`config.mk`:
```
export PLATFORM = sky130hd
export DESIGN_NAME = zero_crossing_lobe_extractor_top
export DESIGN_NICKNAME = d
export VERILOG_FILES = /design/src/rtl/core/zclx_pkg.sv /design/src/rtl/core/zero_crossing_lobe_extractor_top.sv
export SDC_FILE = /design/constraint.sdc
export NUM_CORES = 2
export LEC_CHECK = 0
export ABC_AREA = 1
export BUFFER_PORTS_ARGS = -buffer_cell sky130_fd_sc_hd__buf_2
export CAP_MARGIN = 20
export CORE_ASPECT_RATIO = 0.9
export CORE_MARGIN = 4
export CORE_UTILIZATION = 59
export CTS_BUF_LIST = sky130_fd_sc_hd__clkbuf_4 sky130_fd_sc_hd__clkbuf_8 sky130_fd_sc_hd__clkbuf_16
export CTS_CLUSTER_SIZE = 20
export DETAILED_ROUTE_END_ITERATION = 16
export GPL_TIMING_DRIVEN = 0
export PLACE_DENSITY = 0.86
export SLEW_MARGIN = 20
export SYNTH_ARGS = -nofsm -noshare
export SYNTH_HDL_FRONTEND = slang
export SYNTH_SLANG_ARGS = --single-unit
```
`constraint.sdc`:
```
create_clock -name clk -period 16.4 [get_ports clk]
set_clock_uncertainty 0.1 [all_clocks]
set_input_delay 1.64 -clock clk [delete_from_list [all_inputs] [get_ports clk]]
set_output_delay 1.64 -clock clk [all_outputs]
set_load 0.01 [all_outputs]
```
`src/rtl/core/zclx_pkg.sv`:
```
// Package for the zero crossing lobe extractor: field widths, register indexes,
// reset values, sequencer state type and the area saturation function.
// No dependencies.
package zclx_pkg;

	localparam int SAMPLE_WIDTH_DEF = 24;

	localparam int AREA_W  = 48;
	localparam int TIME_W  = 32;
	localparam int GAP_W   = 24;
	localparam int STEP_W  = 47;
	localparam int SPS_W   = 40;
	localparam int CFG_W   = 47;
	localparam int CIDX_W  = 2;

	localparam int WIDE_W  = 52;
	localparam int MUL_A_W = 64;
	localparam int CHUNK_W = 16;
	localparam int ACC_W   = MUL_A_W + CHUNK_W;
	localparam int Q_W     = 51;

	localparam logic [CIDX_W-1:0] REG_STEREO_MODE    = 2'd0;
	localparam logic [CIDX_W-1:0] REG_MIN_GAP_TICKS  = 2'd1;
	localparam logic [CIDX_W-1:0] REG_MIN_STEP       = 2'd2;
	localparam logic [CIDX_W-1:0] REG_SEC_PER_SAMPLE = 2'd3;

	localparam logic OP_SAMPLE = 1'b0;
	localparam logic OP_FLUSH  = 1'b1;

	localparam logic              RST_STEREO_MODE    = 1'b0;
	localparam logic [GAP_W-1:0]  RST_MIN_GAP_TICKS  = 24'd0;
	localparam logic [STEP_W-1:0] RST_MIN_STEP       = 47'd84;
	localparam logic [SPS_W-1:0]  RST_SEC_PER_SAMPLE = 40'd24932236;

	localparam logic [MUL_A_W-1:0] ROUND_ADD = 64'h0000_00FF_FFFF_FFFF;
	localparam logic [Q_W-1:0]     Q_LIMIT   = 51'h4_0000_0000_0000;

	typedef enum logic [2:0] {
		ST_IDLE,
		ST_SUM,
		ST_CROSS,
		ST_MUL,
		ST_MERGE_C,
		ST_MERGE_ADD,
		ST_EMIT
	} state_t;

	function automatic logic signed [AREA_W-1:0] sat_area(input logic signed [WIDE_W-1:0] v);
		logic signed [WIDE_W-1:0] hi;
		logic signed [WIDE_W-1:0] lo;
		hi = WIDE_W'(signed'(48'sh7FFF_FFFF_FFFF));
		lo = WIDE_W'(signed'(48'sh8000_0000_0000));
		if (v > hi) begin
			sat_area = 48'sh7FFF_FFFF_FFFF;
		end else if (v < lo) begin
			sat_area = 48'sh8000_0000_0000;
		end else begin
			sat_area = v[AREA_W-1:0];
		end
	endfunction

endpackage

```
`src/rtl/core/zero_crossing_lobe_extractor_top.sv`:
```
// Top level of the zero crossing lobe extractor: sequencer, lobe state and one
// shared 64x16 multiply-accumulate unit. Depends on zclx_pkg.
//
// Usage:
//   Input channel (in_valid/in_stall, op, left_sample, right_sample) takes one
//   item at a time: a sample (op 0) or an end of stream flush (op 1).
//   Output channel (out_valid/out_stall, entry_time, entry_area, final_res)
//   carries emitted entries from an output register.
//   Configuration channel (cfg_valid/cfg_ready, cfg_index, cfg_data) writes
//   stereo_mode, min_gap_ticks, min_step, sec_per_sample; always ready. Write
//   only while the block is idle.
// Timing:
//   in_stall is high while the sequencer works on an item. Items pass ST_SUM,
//   final for a sample without a crossing or a flush with no entry; a first or
//   dropped crossing adds ST_CROSS, a flush with an entry ST_EMIT, a replacing
//   crossing ST_CROSS, ST_EMIT, a merge ST_CROSS, ST_MUL (five multiplier
//   passes: two for gap * sec_per_sample, three for the lobe product),
//   ST_MERGE_C, ST_MERGE_ADD. An entry is output the cycle after ST_EMIT.
// Stall: an emit waits while the output register holds an item under stall.
// Reset: arst_n clears all lobe state and loads the configuration defaults.
module zero_crossing_lobe_extractor_top #(
	parameter int SAMPLE_WIDTH = zclx_pkg::SAMPLE_WIDTH_DEF
) (
	input  logic                               clk,
	input  logic                               arst_n,
	input  logic                               in_valid,
	output logic                               in_stall,
	input  logic                               op,
	input  logic signed [SAMPLE_WIDTH-1:0]     left_sample,
	input  logic signed [SAMPLE_WIDTH-1:0]     right_sample,
	output logic                               out_valid,
	input  logic                               out_stall,
	output logic [zclx_pkg::TIME_W-1:0]        entry_time,
	output logic signed [zclx_pkg::AREA_W-1:0] entry_area,
	output logic                               final_res,
	input  logic                               cfg_valid,
	output logic                               cfg_ready,
	input  logic [zclx_pkg::CIDX_W-1:0]        cfg_index,
	input  logic [zclx_pkg::CFG_W-1:0]         cfg_data
);

	localparam int SW = SAMPLE_WIDTH;
	localparam int AW = zclx_pkg::AREA_W;
	localparam int TW = zclx_pkg::TIME_W;
	localparam int WW = zclx_pkg::WIDE_W;
	localparam int CW = zclx_pkg::CHUNK_W;
	localparam int MW = zclx_pkg::MUL_A_W;
	localparam int XW = zclx_pkg::ACC_W;
	localparam int QW = zclx_pkg::Q_W;

	zclx_pkg::state_t state_q, state_d;

	logic                          stereo_mode_q;
	logic [zclx_pkg::GAP_W-1:0]    min_gap_q;
	logic [zclx_pkg::STEP_W-1:0]   min_step_q;
	logic [zclx_pkg::SPS_W-1:0]    sps_q;

	logic signed [AW-1:0]          lobe_sum_q;
	logic signed [SW-1:0]          prev_sample_q;
	logic [TW-1:0]                 tick_q;
	logic                          have_entry_q;
	logic [TW-1:0]                 pend_time_q;
	logic signed [AW-1:0]          pend_area_q;

	logic                          op_q;
	logic signed [SW-1:0]          left_q;
	logic signed [SW-1:0]          right_q;
	logic signed [AW-1:0]          lobe_q;
	logic [TW-1:0]                 gap_q;
	logic [TW-1:0]                 cross_tick_q;
	logic signed [AW-1:0]          contrib_q;
	logic [MW-1:0]                 mul_a_q;
	logic [AW-1:0]                 mul_b_q;
	logic [MW-1:0]                 acc_hi_q;
	logic [AW-1:0]                 acc_lo_q;
	logic [1:0]                    cnt_q;
	logic                          phase_q;
	logic                          out_valid_q;

	logic signed [SW:0]            pair_sum;
	logic signed [SW-1:0]          sample_s;
	logic signed [AW-1:0]          lobe_new;
	logic                          crossing;
	logic                          out_free;
	logic                          in_accept;
	logic                          do_merge;
	logic                          do_replace;
	logic signed [AW:0]            diff;
	logic [AW:0]                   diff_mag;
	logic                          lobe_neg;
	logic [AW-1:0]                 lobe_mag;
	logic [XW-1:0]                 mul_t;
	logic [MW-1:0]                 hi_next;
	logic [AW-1:0]                 lo_next;
	logic [MW-1:0]                 p_prod;
	logic                          mul_last;
	logic [QW-1:0]                 q_mag;
	logic signed [WW-1:0]          q_signed;
	logic signed [WW-1:0]          contrib_wide;

	assign cfg_ready  = 1'b1;
	assign in_stall   = (state_q != zclx_pkg::ST_IDLE);
	assign in_accept  = in_valid && !in_stall;
	assign out_valid  = out_valid_q;
	assign out_free   = !out_valid_q || !out_stall;

	assign pair_sum = {left_q[SW-1], left_q} + {right_q[SW-1], right_q};
	assign sample_s = stereo_mode_q ? pair_sum[SW:1] : left_q;
	assign lobe_new = zclx_pkg::sat_area(WW'(lobe_sum_q) + WW'(sample_s));
	assign crossing = ((sample_s < 0) && (prev_sample_q > 0))
	               || ((sample_s > 0) && (prev_sample_q < 0));

	assign lobe_neg = lobe_q[AW-1];
	assign lobe_mag = lobe_neg ? (-lobe_q) : lobe_q;
	assign do_merge = gap_q < TW'(min_gap_q);
	assign diff     = (AW+1)'(lobe_q) - (AW+1)'(pend_area_q);
	assign diff_mag = diff[AW] ? (-diff) : diff;
	assign do_replace = (((pend_area_q > 0) && (lobe_q < 0)) || ((pend_area_q < 0) && (lobe_q > 0)))
	                 && (diff_mag > (AW+1)'(min_step_q));

	assign mul_t    = mul_a_q * mul_b_q[CW-1:0];
	assign {hi_next, lo_next[AW-1:AW-CW]} = mul_t + XW'(acc_hi_q);
	assign lo_next[AW-CW-1:0] = acc_lo_q[AW-1:CW];
	assign p_prod   = {hi_next[31:0], lo_next[AW-1:CW]};
	assign mul_last = (cnt_q == 2'd0);

	assign q_mag    = (acc_hi_q[MW-1:42] != '0) ? zclx_pkg::Q_LIMIT
	                : QW'({acc_hi_q[41:0], acc_lo_q[AW-1:40]});
	assign q_signed = lobe_neg ? -(WW'(q_mag)) : WW'(q_mag);
	assign contrib_wide = WW'(lobe_q) - q_signed;

	always_ff @(posedge clk or negedge arst_n) begin
		if (!arst_n) begin
			state_q <= zclx_pkg::ST_IDLE;
		end else begin
			state_q <= state_d;
		end
	end

	always_comb begin
		state_d = state_q;
		case (state_q)
			zclx_pkg::ST_IDLE: begin
				if (in_accept) state_d = zclx_pkg::ST_SUM;
			end
			zclx_pkg::ST_SUM: begin
				if (op_q == zclx_pkg::OP_FLUSH) begin
					state_d = have_entry_q ? zclx_pkg::ST_EMIT : zclx_pkg::ST_IDLE;
				end else begin
					state_d = crossing ? zclx_pkg::ST_CROSS : zclx_pkg::ST_IDLE;
				end
			end
			zclx_pkg::ST_CROSS: begin
				if (!have_entry_q) state_d = zclx_pkg::ST_IDLE;
				else if (do_merge) state_d = zclx_pkg::ST_MUL;
				else if (do_replace) state_d = zclx_pkg::ST_EMIT;
				else state_d = zclx_pkg::ST_IDLE;
			end
			zclx_pkg::ST_MUL: begin
				if (mul_last && phase_q) state_d = zclx_pkg::ST_MERGE_C;
			end
			zclx_pkg::ST_MERGE_C: begin
				state_d = zclx_pkg::ST_MERGE_ADD;
			end
			zclx_pkg::ST_MERGE_ADD: begin
				state_d = zclx_pkg::ST_IDLE;
			end
			zclx_pkg::ST_EMIT: begin
				if (out_free) state_d = zclx_pkg::ST_IDLE;
			end
			default: begin
				state_d = zclx_pkg::ST_IDLE;
			end
		endcase
	end

	always_ff @(posedge clk or negedge arst_n) begin
		if (!arst_n) begin
			stereo_mode_q <= zclx_pkg::RST_STEREO_MODE;
			min_gap_q     <= zclx_pkg::RST_MIN_GAP_TICKS;
			min_step_q    <= zclx_pkg::RST_MIN_STEP;
			sps_q         <= zclx_pkg::RST_SEC_PER_SAMPLE;
			lobe_sum_q    <= '0;
			prev_sample_q <= '0;
			tick_q        <= '0;
			have_entry_q  <= 1'b0;
			pend_time_q   <= '0;
			pend_area_q   <= '0;
			out_valid_q   <= 1'b0;
		end else begin
			if (cfg_valid && cfg_ready) begin
				case (cfg_index)
					zclx_pkg::REG_STEREO_MODE:    stereo_mode_q <= cfg_data[0];
					zclx_pkg::REG_MIN_GAP_TICKS:  min_gap_q <= cfg_data[zclx_pkg::GAP_W-1:0];
					zclx_pkg::REG_MIN_STEP:       min_step_q <= cfg_data[zclx_pkg::STEP_W-1:0];
					zclx_pkg::REG_SEC_PER_SAMPLE: sps_q <= cfg_data[zclx_pkg::SPS_W-1:0];
					default: ;
				endcase
			end
			if ((state_q == zclx_pkg::ST_EMIT) && out_free) begin
				out_valid_q <= 1'b1;
			end else if (!out_stall) begin
				out_valid_q <= 1'b0;
			end
			case (state_q)
				zclx_pkg::ST_SUM: begin
					if (op_q == zclx_pkg::OP_FLUSH) begin
						if (!have_entry_q) begin
							lobe_sum_q    <= '0;
							prev_sample_q <= '0;
							tick_q        <= '0;
							pend_time_q   <= '0;
							pend_area_q   <= '0;
						end
					end else begin
						lobe_sum_q    <= crossing ? '0 : lobe_new;
						prev_sample_q <= sample_s;
						tick_q        <= tick_q + 1'b1;
					end
				end
				zclx_pkg::ST_CROSS: begin
					if (!have_entry_q) begin
						have_entry_q <= 1'b1;
						pend_time_q  <= cross_tick_q;
						pend_area_q  <= lobe_q;
					end
				end
				zclx_pkg::ST_MERGE_ADD: begin
					pend_area_q <= zclx_pkg::sat_area(WW'(pend_area_q) + WW'(contrib_q));
				end
				zclx_pkg::ST_EMIT: begin
					if (out_free) begin
						if (op_q == zclx_pkg::OP_FLUSH) begin
							lobe_sum_q    <= '0;
							prev_sample_q <= '0;
							tick_q        <= '0;
							have_entry_q  <= 1'b0;
							pend_time_q   <= '0;
							pend_area_q   <= '0;
						end else begin
							pend_time_q <= cross_tick_q;
							pend_area_q <= lobe_q;
						end
					end
				end
				default: ;
			endcase
		end
	end

	always_ff @(posedge clk) begin
		case (state_q)
			zclx_pkg::ST_IDLE: begin
				if (in_accept) begin
					op_q    <= op;
					left_q  <= left_sample;
					right_q <= right_sample;
				end
			end
			zclx_pkg::ST_SUM: begin
				lobe_q       <= lobe_new;
				gap_q        <= tick_q - pend_time_q;
				cross_tick_q <= tick_q;
			end
			zclx_pkg::ST_CROSS: begin
				mul_a_q  <= MW'(sps_q);
				mul_b_q  <= AW'(gap_q[zclx_pkg::GAP_W-1:0]);
				acc_hi_q <= '0;
				acc_lo_q <= '0;
				cnt_q    <= 2'd1;
				phase_q  <= 1'b0;
			end
			zclx_pkg::ST_MUL: begin
				if (mul_last && !phase_q) begin
					mul_a_q  <= p_prod;
					mul_b_q  <= lobe_mag;
					acc_hi_q <= lobe_neg ? '0 : zclx_pkg::ROUND_ADD;
					acc_lo_q <= '0;
					cnt_q    <= 2'd2;
					phase_q  <= 1'b1;
				end else begin
					acc_hi_q <= hi_next;
					acc_lo_q <= lo_next;
					mul_b_q  <= mul_b_q >> CW;
					cnt_q    <= cnt_q - 1'b1;
				end
			end
			zclx_pkg::ST_MERGE_C: begin
				contrib_q <= zclx_pkg::sat_area(contrib_wide);
			end
			zclx_pkg::ST_EMIT: begin
				if (out_free) begin
					entry_time <= pend_time_q;
					entry_area <= pend_area_q;
					final_res  <= op_q;
				end
			end
			default: ;
		endcase
	end

endmodule
```
==> summary.txt <==
Run status
  • Status: complete, no violations

Synthesis
  • Largest family of logic cells by synthesized area: adder cells
  • Post-Syn Nets: 12,500
  • Top area cells in the synthesized netlist: fa_1 (22%), edfxtp_1 (17%), nand2_1 (13%)
  • Yosys reg bits: 786
  • Synth top area share: 21.9%
  • Top_reg_cell synth: edfxtp_1
  • Post-Synth Adder-Cell Area: 28.8%
  • Synth Area in Compound Gates: 10.1%
  • Synth Instances: 11,000
  • YS warnings: 0
  • Mux contribution to synthesized area: 0%
  • Largest area contributor in the netlist: fa_1
  • Sequential area share after synthesis: 25.8%
  • Post-synthesis simple-gate area fraction: 19.8%
  • Async set or reset register ratio after synthesis: 38.3%
  • Syn Area/Cell: 7.79 sq um
  • Number of distinct library cells after synthesis: 72
  • Netlist Area Pre-Place: 85,700 sq um
  • Synth Area in XOR/XNOR: 3.57%
  • Post-synth EDFFs: 485

Timing
  • Final worst slack: 6.86 ns
  • Final Max Tran Viols: 0
  • Fin crit period: 9.54 ns
  • Final setup fails: 0
  • RSZ-0062 raised after global routing: no
  • FMAX: 105 MHz
  • Worst Max-Slew Pin Slew: 1.35 ns
  • Slew HR: 10.1%
  • Final period util: 58.2%
  • Fin. Hold Viols: 0
  • Sum Neg Setup Slack: 0 ns

Clock tree
  • Num CTS Buffers: 87
  • H-tree depth: 3
  • Worst-path clk slew: 0.07 ns
  • Cts-stage hold buffer count: 0
  • Clk root buf: clkbuf_16
  • CTS tree: yes
  • CTS Buffer Depth: 3
  • Post_cts resized: 0
  • CTS Sinks: 786
  • Postcts setup bufs: 0
  • Clk_lat worst skew: 0.77 ns

Setup path
  • Critical Path Max Stage Delay: 0.93 ns
  • Crit path DAT: 9.88 ns
  • Startpoint Class: flop
  • CP dominant cell by count: fa_1
  • CP Data Required Time: 16.74 ns
  • Crit path max-delay cell type: clkbuf_1
  • CP cell instances: clkbuf_1 > clkbuf_1 > nand2_1 > fa_1 > fa_1 > fa_1 > fa_1 > fa_1 > inv_1 > fa_1 > ha_1 > a21oi_1 > inv_1 > a21oi_1 > o21a_1 > o21ai_0 > a21oi_1 > inv_1 > a21oi_1 > inv_1 > a21oi_1 > xor2_1 > o21ai_0
  • Crit-path max FO: 10
  • Critical path class: reg -> reg
  • Crit path capture type: flop

Placement
  • RD Place Congestion: 1.10
  • Dpl cells: 13,200
  • Port Buffer Count: 185
  • Dpl hpwl: 288,000 um
  • Dpl ws: 7.20 ns

Floorplan
  • Initial core utilization: 59.4%
  • FP Rows: 132
  • IO Pins: 187
  • Die area: 151,000 sq um
  • Total core area: 144,000 sq um
  • Die Y: 370 um
  • DIE WIDTH: 410 um

Detailed routing
  • Initial drt markers: 11,100
  • Drt drc: 0
  • DR vias/cell: 6.05
  • Vias: 80,800
  • Final ANT Viol Nets: 0
  • WL/cell: 26.3 um
  • Pre-antenna DRT Iters: 7
  • Final Routed Wirelength: 351,000 um

Job
  • Max-Cap Viols: 0

Layout
  • Commonest non-fill, non-tap cell in the layout: nand2_1
  • Final cell count without fillers: 13,300
  • Final core occ: 64.3%
  • Area growth from synthesis to layout: 8.18%
  • Fillers: 12,500
  • Layout cell share with drive strength beyond 1: 4.80%
  • Nets@finish: 12,800
  • Commonest non-fill, non-tap cells in the layout: nand2_1 (2,874), inv_1 (2,253), fa_1 (936), nor2_1 (766), o21ai_0 (608)

Global route
  • Initial antenna violation count: 34
  • Gr usage total: 45.9%
  • Grt total ovfl: 0
  • Largest net degree at the start of global routing: 101
  • First-pass GRT wire length: 508,000 um
  • Vias in the first global route: 78,100

Min path
  • Hold Path Class: reg -> reg
layer usage:
metal | global-route usage, % | routed length, um | vias up | share of wire [%]
met4 | 25.1 | 24400 | 34 | 6.9
met2 | 63.4 | 139000 | 5959 | 39
met1 | 60.5 | 130000 | 38800 | 37
met3 | 19.9 | 57600 | 1184 | 16
li1 | - | - | 34800 | -
met5 | 0 | 203 | - | 0.058
kinds of logic (layout without fill, tap and decap cells):
group | Yosys count | after routing
simple gates | 4225 | 4225
compound gates | 1550 | 1550
fa+ha+maj | 1414 | 1414
flops | 786 | 786
xor+xnor | 349 | 349
buf+inv | 2676 | 3048
other cells | 1 | 31
cells in the mapped netlist, types with 14 or more instances:
master / count
a21o_1: 28
or2_2: 14
nand3_1: 274
o21bai_1: 27
xor2_1: 212
inv_2: 27
o21ai_0: 608
a21oi_1: 577
buf_1: 40
a21boi_0: 20
o221ai_1: 36
nor3_1: 86
clkbuf_1: 315
dfrtp_1: 283
xnor2_1: 137
o21ai_1: 20
inv_1: 2254
fa_1: 936
nor2_1: 770
o21a_1: 46
o211ai_1: 31
edfxtp_1: 485
dfstp_2: 18
buf_2: 22
nand3b_1: 14
a31oi_1: 78
nor4_1: 64
nand4_1: 78
nand2_1: 2875
ha_1: 478
state kept, by name, indices dropped and copies added (netlist names), 40 cells and up:
signal,flops
acc_hi_q,64
mul_a_q,64
contrib_q,48
entry_area,48
lobe_q,48
lobe_sum_q,48
mul_b_q,48
pend_area_q,48
min_step_q,47
sps_q,40
metrics by stage:
step | hold WS, ns | cell area [sq um]
after floorplan | 0.325 | 85700
after global placement | 0.334 | 89000
final | 0.364 | 92700
after CTS | 0.356 | 92600
after global routing | 0.369 | 92600
after detailed placement | 0.337 | 89600
layout make-up:
cell class                      count  area [sq um]  share of cell area [%]
Antenna cell                       30          75.1                  0.0810
Buffer                            392          1620                    1.75
Clock buffer                      105          2340                    2.53
Clock inverter                     59           696                   0.750
Inverter                         2284          8580                    9.25
Multi-Input combinational cell   7539         53500                    57.7
Sequential cell                   786         22100                    23.9
Tap cell                         1943          2430                    2.62
Timing Repair Buffer              208          1380                    1.48
final timing paths:
path | startpoint | endpoint | slack, ns | depth (start not counted)
min reg2reg | pend_time_q[20] | entry_time[20] | 0.36 | 0
max | mul_b_q[14] | acc_hi_q[29] | 6.86 | 23
min | pend_time_q[20] | entry_time[20] | 0.36 | 0
max in group asynchronous | arst_n | pend_area_q[38] | 13.67 | 4
max reg2reg | mul_b_q[14] | acc_hi_q[29] | 6.86 | 23
min in group asynchronous | arst_n | stereo_mode_q | 0.67 | 1
worst max-delay path, delay by kind of cell, from the launching register on:
family                   cells  cell delay, ns
flip-flops                   1            0.33
adder cells (fa/ha/maj)      7            3.51
AO/OA/AOI/OAI                8            2.23
buffers and inverters        6            2.18
XOR/XNOR                     1            0.62
AND/OR/NAND/NOR              1            0.21
Power is left out: the tool's default activity adds up to more than one toggle a clock period on the data nets, which glitch-free logic cannot reach.
